File: src/rtl/pcu_pkg.sv
// Shared types and constants of the per-core utilization block.
`default_nettype none

package pcu_pkg;

   localparam int MaxCores = 64;
   localparam int CoreAw   = (MaxCores > 1) ? $clog2(MaxCores) : 1;
   localparam int CoreW    = 6;
   localparam int CtrW     = 64;
   localparam int TotW     = CtrW + 1;
   localparam int ShareW   = 14;
   localparam int LoW      = 32;
   localparam int HiW      = TotW - LoW;
   localparam int NumW     = TotW + ShareW;
   localparam int DivCntW  = $clog2(ShareW + 1);

   localparam logic [ShareW-1:0] ShareFull = 14'd10000;

   // register index decode (byte address bit 2)
   localparam logic RegShowIdx = 1'b0;

   typedef struct packed {
      logic [CtrW-1:0] idle;
      logic [CtrW-1:0] kernel;
      logic [CtrW-1:0] user;
      logic [CtrW-1:0] dpc;
      logic [CtrW-1:0] irq;
   } snap_type;

   typedef enum logic [1:0] {
      KIND_BUSY = 2'd0,
      KIND_DPC  = 2'd1,
      KIND_IRQ  = 2'd2
   } kind_type;

   typedef enum logic [2:0] {
      ST_IDLE,
      ST_READ,
      ST_TOTAL,
      ST_BUSY,
      ST_DIV,
      ST_WAIT,
      ST_EMIT
   } state_type;

   typedef enum logic [1:0] {
      DIV_IDLE,
      DIV_CHECK,
      DIV_SCALE,
      DIV_RUN
   } div_state_type;

   typedef struct packed {
      logic            start;
      logic [TotW-1:0] part;
      logic [TotW-1:0] total;
   } div_req_type;

   typedef struct packed {
      logic              done;
      logic [ShareW-1:0] share;
   } div_rsp_type;

endpackage

`default_nettype wire

File: src/rtl/pcu_share_div.sv
// Share unit: floor(part * 10000 / total), saturated, restoring division.
`default_nettype none

module pcu_share_div (
   input  wire logic          clock,
   input  wire logic          reset,
   input  wire pcu_pkg::div_req_type req,
   output pcu_pkg::div_rsp_type rsp
);

   localparam int PloW = pcu_pkg::LoW + pcu_pkg::ShareW;
   localparam int PhiW = pcu_pkg::HiW + pcu_pkg::ShareW;

   pcu_pkg::div_state_type dstate_ff, dstate_in;

   logic [pcu_pkg::TotW-1:0]    part_ff;
   logic [pcu_pkg::TotW-1:0]    total_ff;
   logic [PloW-1:0]             plo_ff;
   logic [PhiW-1:0]             phi_ff;
   logic [pcu_pkg::TotW-1:0]    rem_ff;
   logic [pcu_pkg::ShareW-1:0]  quo_ff;
   logic [pcu_pkg::DivCntW-1:0] cnt_ff;
   logic [pcu_pkg::ShareW-1:0]  share_ff;
   logic                        done_ff;

   logic [pcu_pkg::NumW-1:0]    num;
   logic [pcu_pkg::TotW:0]      trial;
   logic [pcu_pkg::TotW:0]      trial_diff;
   logic                        fits;
   logic [pcu_pkg::ShareW-1:0]  quo_in;

   // scaled numerator from the two registered partial products
   assign num = {{(pcu_pkg::NumW-PloW){1'b0}}, plo_ff}
              + {phi_ff, {pcu_pkg::LoW{1'b0}}};

   assign trial      = {rem_ff, quo_ff[pcu_pkg::ShareW-1]};
   assign trial_diff = trial - {1'b0, total_ff};
   assign fits       = (trial >= {1'b0, total_ff});
   assign quo_in     = {quo_ff[pcu_pkg::ShareW-2:0], fits};

   always_comb begin
      dstate_in = dstate_ff;
      case (dstate_ff)
         pcu_pkg::DIV_IDLE: begin
            if (req.start) begin
               dstate_in = pcu_pkg::DIV_CHECK;
            end
         end
         pcu_pkg::DIV_CHECK: begin
            if ((total_ff == '0) || (part_ff >= total_ff)) begin
               dstate_in = pcu_pkg::DIV_IDLE;
            end else begin
               dstate_in = pcu_pkg::DIV_SCALE;
            end
         end
         pcu_pkg::DIV_SCALE: begin
            dstate_in = pcu_pkg::DIV_RUN;
         end
         pcu_pkg::DIV_RUN: begin
            if (cnt_ff == pcu_pkg::DivCntW'(1)) begin
               dstate_in = pcu_pkg::DIV_IDLE;
            end
         end
         default: begin
            dstate_in = pcu_pkg::DIV_IDLE;
         end
      endcase
   end

   always_ff @(posedge clock) begin
      if (reset) begin
         dstate_ff <= pcu_pkg::DIV_IDLE;
         done_ff   <= 1'b0;
      end else begin
         dstate_ff <= dstate_in;
         done_ff   <= 1'b0;
         case (dstate_ff)
            pcu_pkg::DIV_CHECK: begin
               if ((total_ff == '0) || (part_ff >= total_ff)) begin
                  done_ff <= 1'b1;
               end
            end
            pcu_pkg::DIV_RUN: begin
               if (cnt_ff == pcu_pkg::DivCntW'(1)) begin
                  done_ff <= 1'b1;
               end
            end
            default: begin
            end
         endcase
      end
   end

   always_ff @(posedge clock) begin
      case (dstate_ff)
         pcu_pkg::DIV_IDLE: begin
            if (req.start) begin
               part_ff  <= req.part;
               total_ff <= req.total;
            end
         end
         pcu_pkg::DIV_CHECK: begin
            if (total_ff == '0) begin
               share_ff <= '0;
            end else if (part_ff >= total_ff) begin
               share_ff <= pcu_pkg::ShareFull;
            end
            plo_ff <= PloW'(part_ff[pcu_pkg::LoW-1:0]) * PloW'(pcu_pkg::ShareFull);
            phi_ff <= PhiW'(part_ff[pcu_pkg::TotW-1:pcu_pkg::LoW])
                    * PhiW'(pcu_pkg::ShareFull);
         end
         pcu_pkg::DIV_SCALE: begin
            // part < total, so the top of the numerator is already below total
            rem_ff <= num[pcu_pkg::NumW-1:pcu_pkg::ShareW];
            quo_ff <= num[pcu_pkg::ShareW-1:0];
            cnt_ff <= pcu_pkg::DivCntW'(pcu_pkg::ShareW);
         end
         pcu_pkg::DIV_RUN: begin
            rem_ff <= fits ? trial_diff[pcu_pkg::TotW-1:0] : trial[pcu_pkg::TotW-1:0];
            quo_ff <= quo_in;
            cnt_ff <= cnt_ff - pcu_pkg::DivCntW'(1);
            if (cnt_ff == pcu_pkg::DivCntW'(1)) begin
               share_ff <= quo_in;
            end
         end
         default: begin
         end
      endcase
   end

   assign rsp.done  = done_ff;
   assign rsp.share = share_ff;

endmodule

`default_nettype wire

File: config.mk
export PLATFORM = sky130hd
export DESIGN_NAME = pcu_share_div
export DESIGN_NICKNAME = d
export VERILOG_FILES = /design/src/rtl/pcu_pkg.sv /design/src/rtl/pcu_share_div.sv
export SDC_FILE = /design/constraint.sdc
export NUM_CORES = 1
export LEC_CHECK = 0
export BUFFER_PORTS_ARGS = -buffer_cell sky130_fd_sc_hd__buf_2
export CORE_UTILIZATION = 57
export CTS_BUF_LIST = sky130_fd_sc_hd__clkbuf_4 sky130_fd_sc_hd__clkbuf_8 sky130_fd_sc_hd__clkbuf_16
export DETAILED_ROUTE_END_ITERATION = 10
export PLACE_DENSITY = 0.89
export SLEW_MARGIN = 20
export SYNTH_ARGS = -nofsm -noshare
export SYNTH_HDL_FRONTEND = slang
export SYNTH_SLANG_ARGS = --single-unit
File: constraint.sdc
create_clock -name clock -period 8.25 [get_ports clock]
set_clock_uncertainty 0.05 [all_clocks]
set_input_delay 1.65 -clock clock [delete_from_list [all_inputs] [get_ports clock]]
set_output_delay 1.65 -clock clock [all_outputs]
set_load 0.03 [all_outputs]
==> results of run 1 <==
==> path summary, 6_finish.rpt <==
path	slack [ns]	endpoint	cells after the start
max	2.25	phi_ff[46]$_DFFE_PP_	21
min	0.47	quo_ff[10]$_DFFE_PP_	2
max reg2reg	2.25	phi_ff[46]$_DFFE_PP_	21
min reg2reg	0.47	quo_ff[10]$_DFFE_PP_	2
==> critical path, cell delays in order, from the launching register on <==
cell	delay, ns
edfxtp_1	0.44
inv_1	0.14
fa_1	0.55
inv_1	0.04
ha_1	0.26
inv_1	0.05
fa_1	0.53
inv_1	0.05
ha_1	0.28
inv_1	0.05
fa_1	0.50
inv_1	0.04
ha_1	0.21
or3_1	0.36
o21a_1	0.23
a221o_1	0.41
a31o_2	0.29
a2111o_1	0.44
a41o_1	0.30
a31oi_1	0.25
o21ai_1	0.12
xor2_1	0.14
==> power groups by stage <==
stage	clock network, mW	registers (mW)	logic (mW)
finish	1.70	2.67	6.70
global route	1.77	2.70	7.50
CTS	1.72	2.67	6.63
detailed placement	0	2.69	6.53
global placement	0	2.68	6.23
floorplan	0	2.63	5.12
==> area by class of cell <==
cell class	count	area share, %
clock buffer	41	3.24
clock inverter	23	0.788
inverter	466	5.68
multi-input combinational	1973	54.3
sequential	315	30.6
tap	664	2.70
timing repair buffer	158	2.70
==> logic make-up (layout without fill, tap and decap cells) <==
family,count (synthesis),count (layout),share of synthesized area (%)
flip-flops,315,315,33.5
AND/OR/NAND/NOR,665,665,11.4
adder cells (fa/ha/maj),552,552,29.1
buffers and inverters,524,688,7.16
multiplexers,28,28,1.00
AO/OA/AOI/OAI,575,575,13.1
XOR/XNOR,153,153,4.76
==> metal layers <==
metal	up-vias	wire length (um)
met2	904	33300
met1	10400	29200
li1	10100	-
met3	193	5470
met4	0	3900
met5	-	0
==> sequential cells by signal, summed over array words and instances, names as in the netlist, named ones only <==
signal,flops
part_ff,65
rem_ff,65
cnt_ff,4
share_ff,14
done_ff,1
total_ff,65
plo_ff,42
quo_ff,14
phi_ff,43
dstate_ff,1
==> cells in the final DEF (no fill, tap or decap), types with 32 or more instances in the layout <==
master / instances
inv_1: 466
ha_1: 381
edfxtp_1: 312
nand2_1: 212
fa_1: 171
a21oi_1: 166
nor2_1: 148
buf_2: 147
o21ai_0: 106
xnor2_1: 87
a21o_1: 85
xor2_1: 66
nand3_1: 58
nand4_1: 51
a31oi_1: 48
clkbuf_16: 39
nor3_1: 34
nand2b_1: 32
==> stage by stage <==
step	area, um2	utilization, %	total power, mW	setup WS (ns)
2_1_floorplan	28100	-	7.75	0.461
3_3_place_gp	29500	60.5	8.91	2.43
3_5_place_dp	29500	60.5	9.23	2.29
4_1_cts	30800	63.0	11.0	2.26
5_1_grt	30800	63.1	12.0	2.03
6_report	30800	63.1	11.1	2.25
==> flow_metrics.py, run 1 <==
metrics = {
    "synth": {
        "synth.most_common_cell": "inv_1",
        "synth_seq_cells": 315,
        "yosys-top-cells-count": "inv_1 (466), ha_1 (381), edfxtp_1 (312)",
        "post_synth_inst_count": 2812,
        "ys.flop_type": "edfxtp_1",
        "synth_area_um2": 28100,
        "syn_area_per_cell_um2": 10.0,
        "syn-num-nets": 3497,
        "ys_top_cells_by_area": "edfxtp_1 (33%), ha_1 (17%), fa_1 (12%)",
        "synthArstFlopShare_pct": 0,
        "synthDistinctLibCells": 75,
        "yosys_warnings": 0,
        "synth_top_cell_by_area": "edfxtp_1",
        "ys_seq_area_share_pct": 33.5,
        "synth-edff-count": 312,
        "synth_top_area_share_pct": 33.3,
    },
    "global_route": {
        "grt_pass1_wl_um": 114000,
        "grt_max_degree": 90,
        "antenna_found_initial": 0,
        "grtUsageMet2_pct": 47.2,
        "busiest_layer": "met2",
        "grt_pass1_vias": 21800,
        "use_met1_pct": 38.0,
        "grt_overflow": 0,
        "grt_use_met3_pct": 4.25,
        "track_usage_pct": 29.1,
    },
    "detailed_routing": {
        "drtIter0Drc": 1900,
        "wl_um": 71900,
        "wire_per_inst_um": 19.7,
        "ant_nets": 0,
        "dr_total_vias": 21600,
        "drt-vias-per-instance": 5.93,
        "drc": 0,
        "drt_pass1_iterations": 8,
    },
    "worst_setup_path": {
        "path_class": "flip-flop to flip-flop",
        "worstPathArrival_ns": 6.26,
        "crit_start": "part_ff[36]$_DFFE_PP_",
        "critPathLaunchType": "flip-flop",
        "required_ns": 8.51,
        "regToRegStartpoint": "part_ff[36]$_DFFE_PP_",
        "critPathMaxFanout": 4,
        "endpoint_kind": "flip-flop",
    },
    "outcome": {
        "status": "finished, final reports clean",
    },
    "run": {
        "maxCapViolations": 0,
    },
    "final_layout": {
        "num-fill-cells": 3799,
        "stdcell_count": 3640,
        "finalNetCount": 3636,
        "antenna_cells": 0,
        "regArea_um2": 9430,
        "area_growth_pct": 9.47,
        "layout-drive-gt1-share_pct": 8.37,
        "multi_input_area_um2": 16700,
    },
    "clock_tree": {
        "ctsLongestPathBuffers": 3,
        "tritoncts": "built",
        "numCtsBuffers": 37,
        "cts-root-buf": "clkbuf_16",
        "postCtsSetupRepairBufs": 0,
        "cts_num_sinks": 315,
        "cts_hold_buf": 0,
        "clk_pin_slew_worst_paths_ns": 0.06,
        "cts_resized": 0,
        "clk_latency_ns": 0.57,
        "cts_max_level": 2,
    },
    "floorplan": {
        "die_area_um2": 50300,
        "io-pin-count": 148,
        "rows": 81,
        "initial_utilization_pct": 57.6,
        "die_h_um": 224,
        "core_um2": 48800,
        "die_w_um": 224,
    },
    "sta": {
        "slew_headroom_pct": 23.7,
        "slew_violations": 0,
        "setup_viol": 0,
        "timing_hold_violations_final": 0,
        "fin_tns_setup_ns": 0,
        "hold_ws_ns": 0.468,
        "rsz0062_at_grt": "no",
        "min_period_over_period_pct": 72.7,
        "period_minus_slack_ns": 6.00,
        "worst-slew-pin-transition_ns": 1.13,
        "clock.fmax_ghz": 0.167,
    },
    "worst_hold_path": {
        "hp-start": "plo_ff[10]$_DFFE_PP_",
        "hold_class": "flip-flop to flip-flop",
    },
    "power_and_ir_drop": {
        "p_seq_share_pct": 24.2,
        "powerDensity_nw_per_um2": 359,
        "p_int_mw": 6.28,
        "swShare_pct": 43.2,
        "leakagePower_nw": 14.4,
        "p_sw_mw": 4.79,
        "p_comb_share_pct": 60.5,
        "pwr-share-clk_pct": 15.3,
        "peakVddDrop_mv": 0.251,
    },
    "placement": {
        "dp.final_hpwl_um": 56300,
        "dpl.cell_count": 3575,
        "place_congestion": 0.955,
        "io_buffers": 147,
    },
}
No activity file was read; power rests on OpenSTA's default activity.
==> run 2: changes to the inputs <==
clock period = 5.3 ns   (was 8.25 ns; I/O delays follow)
==> run 2 against run 1 <==
  * The run now ends with setup timing left
  * Fmax increased by 11%
  * Sequential share of layout area down 1.5 points
  * Non-clock buffer count increased by 132
  * Final area is 5.1% higher
  * Global-route usage increased by 0.94 points
  * Clock power increased by 67%
  * Worst hold slack better by 0.0069 ns
  * Register-to-register slack got worse by 2.4 ns
  * First-iteration DRC count rose by 3.4%
  * Core utilization grew 3.2 points
  * Die area did not move
  * Cell count up 3.8%
  * Largest power group unchanged
==> flow_metrics.py, run 2 (synthesized netlist as in run 1, its figures left out) <==
metrics = {
    "worst_setup_path": {
        "r2r-end": "phi_ff[46]$_DFFE_PP_",
        "ff2ff_setup_slack_ns": -0.12,
        "regToRegStartpoint": "part_ff[37]$_DFFE_PP_",
        "critPathLaunchType": "flip-flop",
        "endpoint_kind": "flip-flop",
        "worstPathArrival_ns": 5.69,
        "path_class": "flip-flop to flip-flop",
        "critPathMaxFanout": 3,
        "required_ns": 5.56,
        "r2r_cells": 19,
    },
    "detailed_routing": {
        "wl_um": 76000,
        "drt_pass1_iterations": 9,
        "drt-vias-per-instance": 5.95,
        "drtIter0Drc": 1964,
        "drc": 0,
        "ant_nets": 0,
        "dr_total_vias": 22500,
        "wire_per_inst_um": 20.1,
    },
    "final_layout": {
        "finalNetCount": 3770,
        "antenna_cells": 0,
        "layout-drive-gt1-share_pct": 15.3,
        "largestRegisters": "part_ff x65, rem_ff x65, total_ff x65",
        "layout_commonest_cell": "inv_1",
        "layout_common_cells": "inv_1 (438), ha_1 (361), edfxtp_1 (312), nand2_1 (212), fa_1 (168)",
        "area_growth_pct": 15.0,
        "stdcell_count": 3778,
    },
    "power_and_ir_drop": {
        "p_int_mw": 10.9,
        "swShare_pct": 43.4,
        "leakagePower_nw": 15.1,
        "p_sw_mw": 8.35,
        "p_seq_share_pct": 21.5,
        "pwr-share-clk_pct": 14.8,
        "powerDensity_nw_per_um2": 595,
        "peakVddDrop_mv": 0.458,
        "p_comb_share_pct": 63.8,
    },
    "global_route": {
        "grt_pass1_wl_um": 118000,
        "grt_max_degree": 130,
        "antenna_found_initial": 0,
        "grt_overflow": 0,
        "track_usage_pct": 30.0,
        "grt_pass1_vias": 22800,
    },
    "clock_tree": {
        "cts_num_sinks": 315,
        "numCtsBuffers": 39,
        "cts-root-buf": "clkbuf_16",
        "tritoncts": "built",
        "clk_latency_ns": 0.59,
        "ctsLongestPathBuffers": 3,
        "clk_pin_slew_worst_paths_ns": 0.07,
        "cts_max_level": 2,
        "cts_hold_buf": 0,
    },
    "sta": {
        "setup_viol": 4,
        "setup_ws_ns": -0.124,
        "hold_ws_ns": 0.475,
        "worst-slew-pin-transition_ns": 1.13,
        "timing_hold_violations_final": 0,
        "slew_violations": 0,
        "slew_headroom_pct": 23.9,
        "fin_tns_setup_ns": -0.381,
        "period_minus_slack_ns": 5.42,
        "min_period_over_period_pct": 102,
        "rsz0062_at_grt": "yes",
        "clock.fmax_ghz": 0.184,
    },
    "run": {
        "maxCapViolations": 0,
    },
    "placement": {
        "dpl.cell_count": 3696,
        "dp.final_hpwl_um": 57300,
        "io_buffers": 147,
        "place_congestion": 0.979,
    },
    "floorplan": {
        "initial_utilization_pct": 57.6,
        "io-pin-count": 148,
        "die_w_um": 224,
        "core_um2": 48800,
        "die_h_um": 224,
        "die_area_um2": 50300,
        "rows": 81,
    },
    "worst_hold_path": {
        "hold_end": "quo_ff[5]$_DFFE_PP_",
        "holdPathStages": 1,
        "hp-start": "plo_ff[5]$_DFFE_PP_",
        "hold_class": "flip-flop to flip-flop",
    },
    "outcome": {
        "violations": "setup timing",
        "status": "complete, but fails checks",
    },
}
-- run 2: worst max path at each step --
stage                     startpoint                   end  slack (ns)  cells after the start
2_1_floorplan  part_ff[37]$_DFFE_PP_  phi_ff[46]$_DFFE_PP_       -0.14                     21
3_3_place_gp   part_ff[37]$_DFFE_PP_  phi_ff[46]$_DFFE_PP_       -0.19                     21
3_5_place_dp   part_ff[39]$_DFFE_PP_  phi_ff[46]$_DFFE_PP_       -0.33                     19
4_1_cts        part_ff[37]$_DFFE_PP_  phi_ff[46]$_DFFE_PP_       -0.09                     21
5_1_grt        part_ff[37]$_DFFE_PP_  phi_ff[46]$_DFFE_PP_       -0.29                     19
6_report       part_ff[37]$_DFFE_PP_  phi_ff[46]$_DFFE_PP_       -0.12                     19
-- run 2: layer usage --
metal	track usage (%)	wire (um)	share of wire, %	vias to the layer above
li1	-	-	-	10400
met1	38.1	29800	39	10800
met2	49.5	35700	47	1050
met3	5.42	6250	8.2	252
met4	15.0	4320	5.7	0
met5	0	0	0	-
-- run 2: layout make-up --
cell class	instances	area [um2]
Clock buffer	42	1020
Clock inverter	28	322
Fill cell	3557	16500
Inverter	466	1750
Multi-Input combinational cell	1973	17200
Sequential cell	315	9430
Tap cell	664	831
Timing Repair Buffer	290	1830
-- run 2: stage by stage --
stage	total power, mW	cell area, um2	worst slack (ns)	util (%)
after floorplan	12.1	28200	-0.145	-
after global placement	14.5	30500	-0.190	62.4
after detailed placement	15.0	30500	-0.325	62.4
after CTS	18.3	32000	-0.0874	65.4
after global routing	20.7	32400	-0.294	66.3
final	19.2	32400	-0.124	66.3
-- run 2: repair_timing --
action	4_1_cts	5_1_grt
buffers inserted	4	8
resized for setup	22	76
pin swaps	15	34
endpoints found under the setup margin	16	24
-- run 2: power by group through the flow --
stage	Sequential, mW	Combinational [mW]	Clock [mW]
2_1_floorplan	4.08	8.01	0
3_3_place_gp	4.15	10.4	0
3_5_place_dp	4.16	10.8	0
4_1_cts	4.12	11.3	2.85
5_1_grt	4.17	13.5	2.94
6_report	4.14	12.3	2.84
-- run 2: critical path, cell delays in order (launching register included) --
cell,delay (ns)
edfxtp_1,0.37
inv_2,0.07
fa_1,0.55
inv_2,0.05
ha_4,0.21
fa_1,0.49
ha_1,0.33
inv_2,0.05
fa_1,0.50
inv_1,0.04
ha_1,0.19
or3_4,0.36
o21a_1,0.22
a221o_1,0.37
a31o_4,0.25
a2111o_1,0.41
a41o_1,0.23
a31oi_2,0.22
o21ai_2,0.08
xor2_1,0.14
